$ cat src/sv/bap_pkg.sv
// Shared constants, types and helpers for the block average pixelation design.
`timescale 1ns / 1ps

package bap_pkg;

  localparam int MAX_WIDTH   = 1024;
  localparam int MAX_HEIGHT  = 1024;
  localparam int TILE_LIMIT  = 1024;

  localparam int REG_W       = 11;
  localparam int COORD_W     = 10;
  localparam int CHAN_W      = 8;
  localparam int SUM_W       = 28;
  localparam int CNT_W       = 21;
  localparam int DATA_W      = 32;
  localparam int ADDR_W      = 4;
  localparam int COL_ADDR_W  = $clog2(MAX_WIDTH);

  localparam int QUEUE_DEPTH = 2;
  localparam int QPTR_W      = $clog2(QUEUE_DEPTH);
  localparam int QCNT_W      = $clog2(QUEUE_DEPTH + 1);

  localparam int LANES       = 4;
  localparam int STEP_W      = $clog2(SUM_W);

  localparam logic [1:0] REG_IMAGE_WIDTH  = 2'd0;
  localparam logic [1:0] REG_IMAGE_HEIGHT = 2'd1;
  localparam logic [1:0] REG_TILE_SIZE    = 2'd2;

  typedef struct packed {
    logic [REG_W-1:0] width;
    logic [REG_W-1:0] height;
    logic [REG_W-1:0] tile;
  } cfg_t;

  typedef struct packed {
    logic [COORD_W-1:0] tile_column;
    logic [COORD_W-1:0] pixel_row;
    logic [REG_W-1:0]   tile;
    logic [CNT_W-1:0]   count;
    logic [SUM_W-1:0]   red_sum;
    logic [SUM_W-1:0]   green_sum;
    logic [SUM_W-1:0]   blue_sum;
    logic               frame_done;
  } work_t;

  function automatic logic [REG_W-1:0] clamp_reg(input logic [REG_W-1:0] v,
                                                 input logic [REG_W-1:0] hi);
    logic [REG_W-1:0] r;
    if (v == '0) begin
      r = REG_W'(1);
    end else if (v > hi) begin
      r = hi;
    end else begin
      r = v;
    end
    return r;
  endfunction

  function automatic logic [CHAN_W-1:0] sat_mean(input logic [SUM_W-1:0] q);
    logic [CHAN_W-1:0] r;
    if (|q[SUM_W-1:CHAN_W]) begin
      r = '1;
    end else begin
      r = q[CHAN_W-1:0];
    end
    return r;
  endfunction

endpackage

$ cat src/sv/bap_queue.sv
// Short queue of finished blocks between the front end and the divider.
`timescale 1ns / 1ps

module bap_queue import bap_pkg::*; (
  input  logic  clk,
  input  logic  rst,
  input  logic  push,
  input  work_t din,
  output logic  full,
  input  logic  pop,
  output work_t dout,
  output logic  empty
);

  work_t             mem [QUEUE_DEPTH];
  logic [QPTR_W-1:0] wr_ptr;
  logic [QPTR_W-1:0] rd_ptr;
  logic [QCNT_W-1:0] count;

  assign full  = count == QCNT_W'(QUEUE_DEPTH);
  assign empty = count == '0;
  assign dout  = mem[rd_ptr];

  always_ff @(posedge clk) begin
    if (rst) begin
      wr_ptr <= '0;
      rd_ptr <= '0;
      count  <= '0;
    end else begin
      if (push) begin
        wr_ptr <= (wr_ptr == QPTR_W'(QUEUE_DEPTH - 1)) ? '0 : wr_ptr + QPTR_W'(1);
      end
      if (pop) begin
        rd_ptr <= (rd_ptr == QPTR_W'(QUEUE_DEPTH - 1)) ? '0 : rd_ptr + QPTR_W'(1);
      end
      if (push && !pop) begin
        count <= count + QCNT_W'(1);
      end else if (pop && !push) begin
        count <= count - QCNT_W'(1);
      end
    end
  end

  always_ff @(posedge clk) begin
    if (push) begin
      mem[wr_ptr] <= din;
    end
  end

endmodule

$ cat config.mk
export PLATFORM = sky130hd
export DESIGN_NAME = bap_queue
export DESIGN_NICKNAME = d
export VERILOG_FILES = /design/src/sv/bap_pkg.sv /design/src/sv/bap_queue.sv
export SDC_FILE = /design/constraint.sdc
export NUM_CORES = 1
export LEC_CHECK = 0
export BUFFER_PORTS_ARGS = -buffer_cell sky130_fd_sc_hd__buf_2
export CORE_AREA = 4 4 176 178
export CTS_BUF_LIST = sky130_fd_sc_hd__clkbuf_16
export DETAILED_ROUTE_END_ITERATION = 10
export DIE_AREA = 0 0 180 182
export HOLD_SLACK_MARGIN = 0.03
export SLEW_MARGIN = 15
export SYNTH_ARGS = -nofsm -noshare
export SYNTH_HDL_FRONTEND = slang
export SYNTH_SLANG_ARGS = --single-unit
$ cat constraint.sdc
create_clock -name clk -period 14.6 [get_ports clk]
set_input_delay 0.73 -clock clk [delete_from_list [all_inputs] [get_ports clk]]
set_output_delay 0.73 -clock clk [all_outputs]
set_load 0.01 [all_outputs]
==> Implementation_results.wiki <==
{| class="wikitable"
! Metric !! Value
|-
| Run status || complete, no violations
|-
| DRT antenna net count || 0
|-
| Final worst clock skew || 0.00456 ns
|-
| Clock tree from TritonCTS || yes
|-
| Detailed router's first-iteration violation count || 261
|-
| Number of instances resized during post-cts repair || 0
|-
| Final net count || between 800 and 900
|-
| GP Congestion || 0.735
|-
| Core area || roughly 0.03 sq mm
|-
| Total length of routed wires || between 20000 and 25000 um
|-
| DRC || 0
|-
| Detail Placement HPWL || 13500 um
|-
| Final critical path time including I/O delays and setup || 3.78 ns
|-
| Max H-tree Level || 1
|-
| Via-to-Cell Ratio || ~4.5
|-
| Worst VDD drop || between 100 and 150 uV
|-
| Final max-slew violation count || 0
|-
| Mapped Area || just over 0.01 sq mm
|-
| Nature of the critical path endpoint || output port
|-
| Worst setup path category || flop to output port
|-
| Root buffer selected by CTS || sky130_fd_sc_hd__clkbuf_16
|-
| Arrival time reported for the critical path endpoint || roughly 3.1 ns
|-
| Timing-limited maximum frequency || 265 MHz
|-
| Post-Route Utilization || 0.436
|-
| Highest net fanout along the worst path || 75
|-
| Pwr Density || 143 mW/mm^2
|-
| Final cycle utilization of the critical path || 0.259
|-
| Port Buffer Count || 279
|-
| Type of origin of the critical path || flop
|-
| Fraction of layout instances using a drive strength above 1 || 0.605
|-
| Number of global-route vias before repair || between 5000 and 6000
|-
| Leading area contributor after synthesis || sky130_fd_sc_hd__edfxtp_1
|-
| Sequential-to-total area share from yosys stat || 0.821
|-
| Synth unique cells || 16
|-
| Top cell type's share of synthesized area || 0.811
|-
| Final setup violation count || 0
|-
| Standby leakage power || between 4 and 5 nW
|-
| Post-route setup TNS || 0 ns
|-
| Total via count after detailed routing || 5167
|-
| Placement Rows || 63
|-
| Worst setup slack after placement || 11.32 ns
|-
| Total CTS buffers || 28
|-
| Post-Synthesis Cells || 448
|-
| Width of the die || 180 um
|-
| Total clock sinks || about 280
|-
| R2R Setup Slk || approximately 13 ns
|-
| Die footprint || around 0.033 sq mm
|-
| Clock transition time at the flip-flop clock pins of the worst setup and hold paths || approximately 0.060 ns
|-
| Overflow left after global routing || 0
|-
| Vertical die dimension || 182 um
|-
| Overall Global Routing Usage || 0.120
|-
| Slew headroom || 0.297
|-
| Length of the first detailed-routing pass in iterations || 4
|-
| Actual transition at the worst max-transition pin || about 1.1 ns
|-
| Net count after synthesis || about 600
|-
| Worst Hold Class || input port to flop
|-
| Number of buffers inserted to repair setup after CTS || 0
|-
| Required time of the critical path || about 14 ns
|-
| Maximum number of pins on one net before global-route repair || 76
|-
| Insertion delay of the later-clocked pin in the worst-skew pair || between 0.5 and 0.6 ns
|-
| Final number of hold-violating endpoints || 0
|-
| Fin worst setup slack || 10.82 ns
|-
| Cts hold-fix bufs || 0
|-
| Yosys warnings || 0
|-
| Wire length of the first global-routing pass || 31300 um
|-
| MaxCap Viol Count || 0
|-
| Number of antenna violations at the first check in global routing || 6
|-
| Filler cell count in the final layout || 2662
|-
| Mean instance size in the synthesized netlist || about 23 sq um
|-
| Worst Hold Margin || 0.387 ns
|-
| Initial Util || 0.345
|-
| Syn-to-layout area delta || 26.5%
|-
| Unrepaired setup endpoints after global routing || no
|-
| Total I/O pin count || 280
|-
| Maximum buffer depth of the clock tree || 3
|-
| Number of register bits inferred by synthesis || 279
|-
| Cell types occupying the most area after synthesis || sky130_fd_sc_hd__edfxtp_1, sky130_fd_sc_hd__mux2_2, sky130_fd_sc_hd__buf_6
|-
| Routed wire per std cell || between 15 and 20 um
|}
## area by class of cell
class                   count  area, sq um  area share
diodes                      2         5.00    0.000390
multi-input cells         153         1660       0.129
clock inverters            19          183      0.0142
well taps                 390          488      0.0380
flip-flops and latches    279         8330       0.650
inverters                   1         3.75    0.000293
clock buffers              29          726      0.0566
repair buffers            284         1430       0.112
## report_power, final
| part | internal, mW | switching, mW | leakage, nW | total (mW) |
|---|---|---|---|---|
| Clock | 0.425 | 0.276 | 0.472 | 0.701 |
| Sequential | 0.936 | 0.0173 | 2.61 | 0.953 |
| Combinational | 0.0862 | 0.0958 | 1.69 | 0.182 |
| Total | 1.45 | 0.389 | 4.78 | 1.84 |
## synthesized netlist by cell type
cell type / count
sky130_fd_sc_hd__edfxtp_1: 274
sky130_fd_sc_hd__mux2_2: 137
sky130_fd_sc_hd__buf_6: 14
sky130_fd_sc_hd__dfxtp_1: 5
sky130_fd_sc_hd__nor2_1: 5
sky130_fd_sc_hd__xnor2_1: 2
sky130_fd_sc_hd__xor2_1: 2
sky130_fd_sc_hd__a21oi_1: 1
sky130_fd_sc_hd__and2_1: 1
sky130_fd_sc_hd__and2b_2: 1
sky130_fd_sc_hd__buf_4: 1
sky130_fd_sc_hd__ha_1: 1
sky130_fd_sc_hd__inv_1: 1
sky130_fd_sc_hd__nor2b_1: 1
sky130_fd_sc_hd__o21ai_0: 1
sky130_fd_sc_hd__or3_1: 1
## path summary, 6_finish.rpt
path              startpoint     endpoint  cells after the start
setup / recovery        flop     dout[46]                      3
hold / removal      din[118]  mem[1][118]                      1
setup reg to reg      wr_ptr  mem[0][102]                      2
hold reg to reg     count[1]     count[1]                      2
## stage by stage
stage	power (mW)	instances	instance area [sq um]
finish	1.84	1157	12800
global route	1.92	1156	12800
CTS	1.87	1155	12800
detailed placement	1.16	1107	11900
global placement	1.15	1107	11900
floorplan	1.08	448	10100
## kinds of logic (layout without fill, tap and decap cells)
logic type	Yosys count	after routing	share of synthesized area
and+or+nand+nor	9	9	0.00457
muxes	137	137	0.152
other	0	2	0
adders and majority gates	1	1	0.00123
DFF	279	279	0.821
AOI/OAI and AO/OA	2	2	0.000986
xor gates and xnor gates	4	4	0.00345
buffers and inverters	16	333	0.0167
## per-layer routing
layer,track usage,part of all wire
met5,0,0.0036
met4,0.0329,0.022
met3,0.0529,0.097
met2,0.200,0.49
met1,0.142,0.39
## flip-flops by register name, summed over array words and instances (netlist names), named ones only
signal	cells
count	2
wr_ptr	1
rd_ptr	1
mem	274
## cells in the final DEF, fill, tap and decap left out
master / n
sky130_fd_sc_hd__a21oi_1: 1
sky130_fd_sc_hd__and2_4: 1
sky130_fd_sc_hd__and2b_2: 1
sky130_fd_sc_hd__buf_2: 279
sky130_fd_sc_hd__buf_4: 5
sky130_fd_sc_hd__bufinv_16: 4
sky130_fd_sc_hd__clkbuf_16: 29
sky130_fd_sc_hd__clkinv_1: 4
sky130_fd_sc_hd__clkinv_2: 5
sky130_fd_sc_hd__dfxtp_1: 4
sky130_fd_sc_hd__dfxtp_4: 1
sky130_fd_sc_hd__diode_2: 2
sky130_fd_sc_hd__edfxtp_1: 274
sky130_fd_sc_hd__ha_1: 1
sky130_fd_sc_hd__inv_1: 7
sky130_fd_sc_hd__mux2_2: 137
sky130_fd_sc_hd__nor2_1: 5
sky130_fd_sc_hd__nor2b_4: 1
sky130_fd_sc_hd__o21ai_0: 1
sky130_fd_sc_hd__or3_1: 1
sky130_fd_sc_hd__xnor2_1: 2
sky130_fd_sc_hd__xor2_1: 2
## critical path, cell delays in order, from the launching register on
cell	delay, ns
sky130_fd_sc_hd__dfxtp_4	0.90
sky130_fd_sc_hd__buf_4	0.83
sky130_fd_sc_hd__mux2_2	0.43
sky130_fd_sc_hd__buf_2	0.14
No activity file was read; power rests on OpenSTA's default activity.
