### src/sv/bap_pkg.sv
// Shared constants, types and helpers for the block average pixelation design.
`timescale 1ns / 1ps

package bap_pkg;

  localparam int MAX_WIDTH   = 1024;
  localparam int MAX_HEIGHT  = 1024;
  localparam int TILE_LIMIT  = 1024;

  localparam int REG_W       = 11;
  localparam int COORD_W     = 10;
  localparam int CHAN_W      = 8;
  localparam int SUM_W       = 28;
  localparam int CNT_W       = 21;
  localparam int DATA_W      = 32;
  localparam int ADDR_W      = 4;
  localparam int COL_ADDR_W  = $clog2(MAX_WIDTH);

  localparam int QUEUE_DEPTH = 2;
  localparam int QPTR_W      = $clog2(QUEUE_DEPTH);
  localparam int QCNT_W      = $clog2(QUEUE_DEPTH + 1);

  localparam int LANES       = 4;
  localparam int STEP_W      = $clog2(SUM_W);

  localparam logic [1:0] REG_IMAGE_WIDTH  = 2'd0;
  localparam logic [1:0] REG_IMAGE_HEIGHT = 2'd1;
  localparam logic [1:0] REG_TILE_SIZE    = 2'd2;

  typedef struct packed {
    logic [REG_W-1:0] width;
    logic [REG_W-1:0] height;
    logic [REG_W-1:0] tile;
  } cfg_t;

  typedef struct packed {
    logic [COORD_W-1:0] tile_column;
    logic [COORD_W-1:0] pixel_row;
    logic [REG_W-1:0]   tile;
    logic [CNT_W-1:0]   count;
    logic [SUM_W-1:0]   red_sum;
    logic [SUM_W-1:0]   green_sum;
    logic [SUM_W-1:0]   blue_sum;
    logic               frame_done;
  } work_t;

  function automatic logic [REG_W-1:0] clamp_reg(input logic [REG_W-1:0] v,
                                                 input logic [REG_W-1:0] hi);
    logic [REG_W-1:0] r;
    if (v == '0) begin
      r = REG_W'(1);
    end else if (v > hi) begin
      r = hi;
    end else begin
      r = v;
    end
    return r;
  endfunction

  function automatic logic [CHAN_W-1:0] sat_mean(input logic [SUM_W-1:0] q);
    logic [CHAN_W-1:0] r;
    if (|q[SUM_W-1:CHAN_W]) begin
      r = '1;
    end else begin
      r = q[CHAN_W-1:0];
    end
    return r;
  endfunction

endpackage

### src/sv/bap_back.sv
// Back end: shift-subtract divider for the block means and row index, and result register.
`timescale 1ns / 1ps

module bap_back import bap_pkg::*; (
  input  logic               clk,
  input  logic               rst,
  input  work_t              q_dout,
  input  logic               q_empty,
  output logic               q_pop,
  output logic [COORD_W-1:0] tile_column,
  output logic [COORD_W-1:0] tile_row,
  output logic [CHAN_W-1:0]  red_avg,
  output logic [CHAN_W-1:0]  green_avg,
  output logic [CHAN_W-1:0]  blue_avg,
  output logic               frame_done,
  output logic               empty,
  input  logic               pop
);

  localparam logic [1:0] ST_IDLE = 2'd0;
  localparam logic [1:0] ST_RUN  = 2'd1;
  localparam logic [1:0] ST_DONE = 2'd2;

  localparam int LANE_RED   = 0;
  localparam int LANE_GREEN = 1;
  localparam int LANE_BLUE  = 2;
  localparam int LANE_ROW   = 3;

  logic [1:0]         state;
  logic [STEP_W-1:0]  step;
  logic [SUM_W-1:0]   dvd      [LANES];
  logic [CNT_W-1:0]   rem      [LANES];
  logic [CNT_W-1:0]   dsr      [LANES];
  logic [SUM_W-1:0]   dvd_next [LANES];
  logic [CNT_W-1:0]   rem_next [LANES];
  logic [CNT_W:0]     trial    [LANES];
  logic [COORD_W-1:0] column_l;
  logic               frame_done_l;
  logic               out_valid;
  logic               load_out;

  assign q_pop    = (state == ST_IDLE) && !q_empty;
  assign load_out = (state == ST_DONE) && (!out_valid || pop);
  assign empty    = !out_valid;

  always_comb begin
    for (int i = 0; i < LANES; i++) begin
      trial[i] = {rem[i], dvd[i][SUM_W-1]};
      if (trial[i] >= {1'b0, dsr[i]}) begin
        rem_next[i] = CNT_W'(trial[i] - {1'b0, dsr[i]});
        dvd_next[i] = {dvd[i][SUM_W-2:0], 1'b1};
      end else begin
        rem_next[i] = trial[i][CNT_W-1:0];
        dvd_next[i] = {dvd[i][SUM_W-2:0], 1'b0};
      end
    end
  end

  always_ff @(posedge clk) begin
    if (rst) begin
      state     <= ST_IDLE;
      step      <= '0;
      out_valid <= 1'b0;
    end else begin
      unique case (state)
        ST_IDLE: begin
          if (!q_empty) begin
            state <= ST_RUN;
            step  <= '0;
          end
        end
        ST_RUN: begin
          step <= step + STEP_W'(1);
          if (step == STEP_W'(SUM_W - 1)) begin
            state <= ST_DONE;
          end
        end
        ST_DONE: begin
          if (!out_valid || pop) begin
            state <= ST_IDLE;
          end
        end
        default: begin
          state <= ST_IDLE;
        end
      endcase
      if (load_out) begin
        out_valid <= 1'b1;
      end else if (pop) begin
        out_valid <= 1'b0;
      end
    end
  end

  always_ff @(posedge clk) begin
    if (q_pop) begin
      dvd[LANE_RED]   <= q_dout.red_sum;
      dvd[LANE_GREEN] <= q_dout.green_sum;
      dvd[LANE_BLUE]  <= q_dout.blue_sum;
      dvd[LANE_ROW]   <= SUM_W'(q_dout.pixel_row);
      dsr[LANE_RED]   <= q_dout.count;
      dsr[LANE_GREEN] <= q_dout.count;
      dsr[LANE_BLUE]  <= q_dout.count;
      dsr[LANE_ROW]   <= CNT_W'(q_dout.tile);
      for (int i = 0; i < LANES; i++) begin
        rem[i] <= '0;
      end
      column_l     <= q_dout.tile_column;
      frame_done_l <= q_dout.frame_done;
    end else if (state == ST_RUN) begin
      for (int i = 0; i < LANES; i++) begin
        dvd[i] <= dvd_next[i];
        rem[i] <= rem_next[i];
      end
    end
  end

  always_ff @(posedge clk) begin
    if (load_out) begin
      tile_column <= column_l;
      tile_row    <= dvd[LANE_ROW][COORD_W-1:0];
      red_avg     <= sat_mean(dvd[LANE_RED]);
      green_avg   <= sat_mean(dvd[LANE_GREEN]);
      blue_avg    <= sat_mean(dvd[LANE_BLUE]);
      frame_done  <= frame_done_l;
    end
  end

endmodule
### config.mk
export PLATFORM = sky130hd
export DESIGN_NAME = bap_back
export DESIGN_NICKNAME = d
export VERILOG_FILES = /design/src/sv/bap_pkg.sv /design/src/sv/bap_back.sv
export SDC_FILE = /design/constraint.sdc
export NUM_CORES = 1
export LEC_CHECK = 0
export ABC_CLOCK_PERIOD_IN_PS = 8500
export BUFFER_PORTS_ARGS = -buffer_cell sky130_fd_sc_hd__buf_2
export CORE_MARGIN = 10
export CORE_UTILIZATION = 38
export CTS_CLUSTER_SIZE = 16
export DETAILED_ROUTE_END_ITERATION = 16
export PLACE_DENSITY = 0.66
export SYNTH_ARGS = -nofsm -noshare
export SYNTH_HDL_FRONTEND = slang
export SYNTH_SLANG_ARGS = --single-unit
### constraint.sdc
create_clock -name clk -period 8.5 [get_ports clk]
set_input_delay 0.425 -clock clk [delete_from_list [all_inputs] [get_ports clk]]
set_output_delay 0.425 -clock clk [all_outputs]
set_load 0.05 [all_outputs]
==> results.py <==
metrics = {
    "die": {
        "core_area_sq_mm": 0.0408,
        "num_rows": 74,
        "die_h_microns": 223,
        "io_pins": 188,
        "die_x_microns": 223,
        "die-area_sq_mm": 0.0497,
        "initial_core_util_pct": 38.4,
    },
    "setup_path": {
        "startpoint_type": "flip-flop",
        "crit_path_start": "dvd[1][27]$_DFFE_PP_",
        "critPathCapture": "rem[1][3]$_SDFFCE_PN0P_",
        "reg2reg_setup_slack_ps": 4610,
        "endpoint_kind": "flip-flop",
        "rr_endpoint": "rem[1][3]$_SDFFCE_PN0P_",
        "path_max_fanout": 21,
        "critPathKind": "flip-flop to flip-flop",
        "worstPathRequired_ps": 8750,
        "r2r-start": "dvd[1][27]$_DFFE_PP_",
        "arrival_ps": 4140,
        "worst-r2r-cell-count": 13,
    },
    "timing": {
        "post-route-min-period_ps": 3890,
        "slew_headroom_pct": 31.7,
        "rsz0062_at_grt": "no",
        "hold_viol": 0,
        "tns_ps": 0,
        "finClkSkew_ps": 12.5,
        "drv_slew": 0,
        "fin_crit_sh_pct": 45.8,
        "worst_pin_slew_ps": 1020,
        "max_freq_mhz": 257,
        "setup_viol": 0,
    },
    "clock_tree": {
        "clk_path_buf_depth": 3,
        "post_cts_resized": 0,
        "post_cts_buffers": 0,
        "cts_hold_buf": 0,
        "clkSinkCount": 292,
        "clkSlewWorstSetupHoldPaths_ps": 60,
        "ctsRootBufferMaster": "clkbuf_16",
        "cts_tree": "done",
        "htreeDepth": 2,
        "clk-insertion-delay-late_ps": 530,
        "numCtsBuffers": 34,
    },
    "layout": {
        "seq_area_sq_mm": 0.00869,
        "multiInputGateArea_sq_mm": 0.00654,
        "fin_nets": 1895,
        "diodes": 0,
        "syn2layout_area_growth_pct": 16.9,
        "drive_gt1_share_pct": 16.2,
        "fillerInstances": 3841,
    },
    "pwr": {
        "p_comb_share_pct": 23.0,
        "power_mw": 4.33,
        "p_sw_mw": 1.29,
        "p_per_area_mw_per_mm2": 237,
        "power_frac_clock_pct": 34.4,
        "power.leakage_nw": 7.67,
        "p_sw_share_pct": 29.7,
        "power_frac_seq_pct": 42.6,
        "ir_drop_mv": 0.190,
        "internal_power_mw": 3.05,
    },
    "global_route": {
        "grt_max_degree": 103,
        "use_met1_pct": 19.5,
        "track_usage_pct": 15.3,
        "antenna_found_initial": 4,
        "use_met3_pct": 3.41,
        "grt_util_met2_pct": 25.8,
        "grt_pass1_wl_microns": 62700,
        "busiest_layer": "met2",
        "grt_pass1_vias": 11700,
        "gr-total-overflow": 0,
    },
    "run_status": {
        "outcome": "complete, no violations",
    },
    "yosys": {
        "synthDominantCellAreaShare_pct": 54.5,
        "synth_ff_type": "edfxtp_1",
        "synth-seq-area-share_pct": 55.5,
        "synth_top_area_cell": "edfxtp_1",
        "postSynthNetCount": 1713,
        "synth-edff-count": 284,
        "yosys_warnings": 0,
        "synth_commonest_cells": "nand2_1 (356), edfxtp_1 (284), nor2_1 (100), a21oi_1 (80), ha_1 (75)",
        "synth_cells": 1493,
        "synth.most_common_cell": "nand2_1",
        "synthTopCellsByArea": "edfxtp_1 (54%), nand2_1 (8.5%), ha_1 (6.0%)",
        "synth_seq_cells": 292,
        "synth-async-reset-ratio_pct": 0,
        "syn-cell-area_sq_mm": 0.0157,
        "avgSynthCellArea_sq_um": 10.5,
        "ys_types": 62,
    },
    "hold_path": {
        "min_from": "q_dout[136]",
        "min_path_type": "primary input to flip-flop",
    },
    "place": {
        "portBuffers": 187,
        "hpwl_microns": 27900,
        "gp_congestion": 0.906,
    },
    "run": {
        "drv_cap": 0,
    },
    "route": {
        "ant_nets": 0,
        "dr_total_vias": 11800,
        "drtIter0Drc": 740,
        "drcViolationCount": 0,
        "drt_pass1_iterations": 5,
        "drt-total-wl_microns": 39600,
        "viasPerCell": 5.27,
        "avgRoutedWirePerCell_microns": 17.7,
    },
}
-- per-stage QoR --
| stage | util (%) | cells | area (sq um) | hold WS, ps | setup slack, ps |
|---|---|---|---|---|---|
| 6_report | 44.9 | 2233 | 18300 | 62.0 | 4610 |
| 5_1_grt | 44.9 | 2233 | 18300 | 38.5 | 4260 |
| 4_1_cts | 44.9 | 2233 | 18300 | 40.4 | 4620 |
| 3_5_place_dp | 42.1 | 2171 | 17200 | 407 | 4630 |
| 3_3_place_gp | 42.1 | 2171 | 17200 | 401 | 4830 |
| 2_1_floorplan | - | 1493 | 15700 | 400 | 586 |
-- cells by family (layout without fill, tap and decap cells) --
family                     Yosys count  in the layout  share of synthesized area (%)
xor gates and xnor gates            47             47                           2.63
AOI/OAI and AO/OA                  276            276                           11.8
DFF                                292            292                           55.5
buffers and inverters              116            324                           2.94
and+or+nand+nor                    648            648                           18.4
adders and majority gates           79             79                           6.50
muxes                               35             35                           2.24
-- worst max-delay path: stages, from the launching register on --
cell and delay, ps:
edfxtp_1 460, inv_1 90, ha_1 170, inv_1 60, fa_1 430, a211oi_1 330, o211ai_1 170, a41oi_1 390
o41ai_1 140, a21oi_1 290, o211ai_1 440, buf_4 400, mux2i_1 190, nor2_1 50
-- area by class of cell --
cell class              instances  area share (%)
repair buffers                199            5.67
multi-input cells            1085            35.7
well taps                     532            3.63
flip-flops and latches        292            47.4
inverters                      63            1.31
clock inverters                21            1.39
clock buffers                  41            4.84
-- registers in the layout, summed over array words and instances (netlist names) --
signal        cells
red_avg           8
green_avg         8
tile_row         10
tile_column      10
state             2
dvd             112
frame_done_l      1
out_valid         1
step              5
rem              84
column_l         10
frame_done        1
dsr              32
blue_avg          8
-- power by group through the flow --
stage / clock network [mW] / registers, mW / logic, mW
floorplan: 0 / 1.86 / 0.761
global placement: 0 / 1.87 / 0.974
detailed placement: 0 / 1.88 / 0.990
CTS: 1.53 / 1.85 / 0.997
global route: 1.58 / 1.87 / 1.11
finish: 1.49 / 1.85 / 0.995
-- per-layer routing --
layer | up-vias | part of all wire (%)
li1 | 5762 | -
met1 | 5672 | 44
met2 | 279 | 49
met3 | 57 | 5.5
met4 | 8 | 1.6
met5 | - | 0.12
-- cells in the final DEF, fill, tap and decap left out, types with 8 or more instances in the layout --
master     netlist  layout
a211oi_1        23      23
a21o_1          25      25
a21oi_1         80      80
and2_1          20      20
buf_2            8     187
buf_4            2      11
clkbuf_16        0      34
clkinv_2         0       9
dfxtp_1          8       8
edfxtp_1       284     284
ha_1            75      75
inv_1           63      62
mux2i_1         35      35
nand2_1        356     356
nand2b_1        12      11
nand3_1         29      29
nand4_1         11      11
nor2_1         100     100
nor2b_1         11       9
nor3_1          18      17
nor4_1          21      21
o211ai_1        12      12
o21a_1          17      17
o21ai_0         45      45
o21bai_1        10      10
o22ai_1         10      10
or3_1           39      39
xnor2_1         35      35
xor2_1          12      12
-- worst min path at each step --
stage	endpoint	slack, ps	cells past startpoint
after floorplan	frame_done$_DFFE_PP_	400	0
after global placement	tile_column[2]$_DFFE_PP_	400	0
after CTS	column_l[3]$_DFFE_PP_	40	1
after global routing	column_l[9]$_DFFE_PP_	40	1
after detailed placement	tile_column[4]$_DFFE_PP_	410	0
final	column_l[9]$_DFFE_PP_	60	1
(Power assumes the default switching activity.)
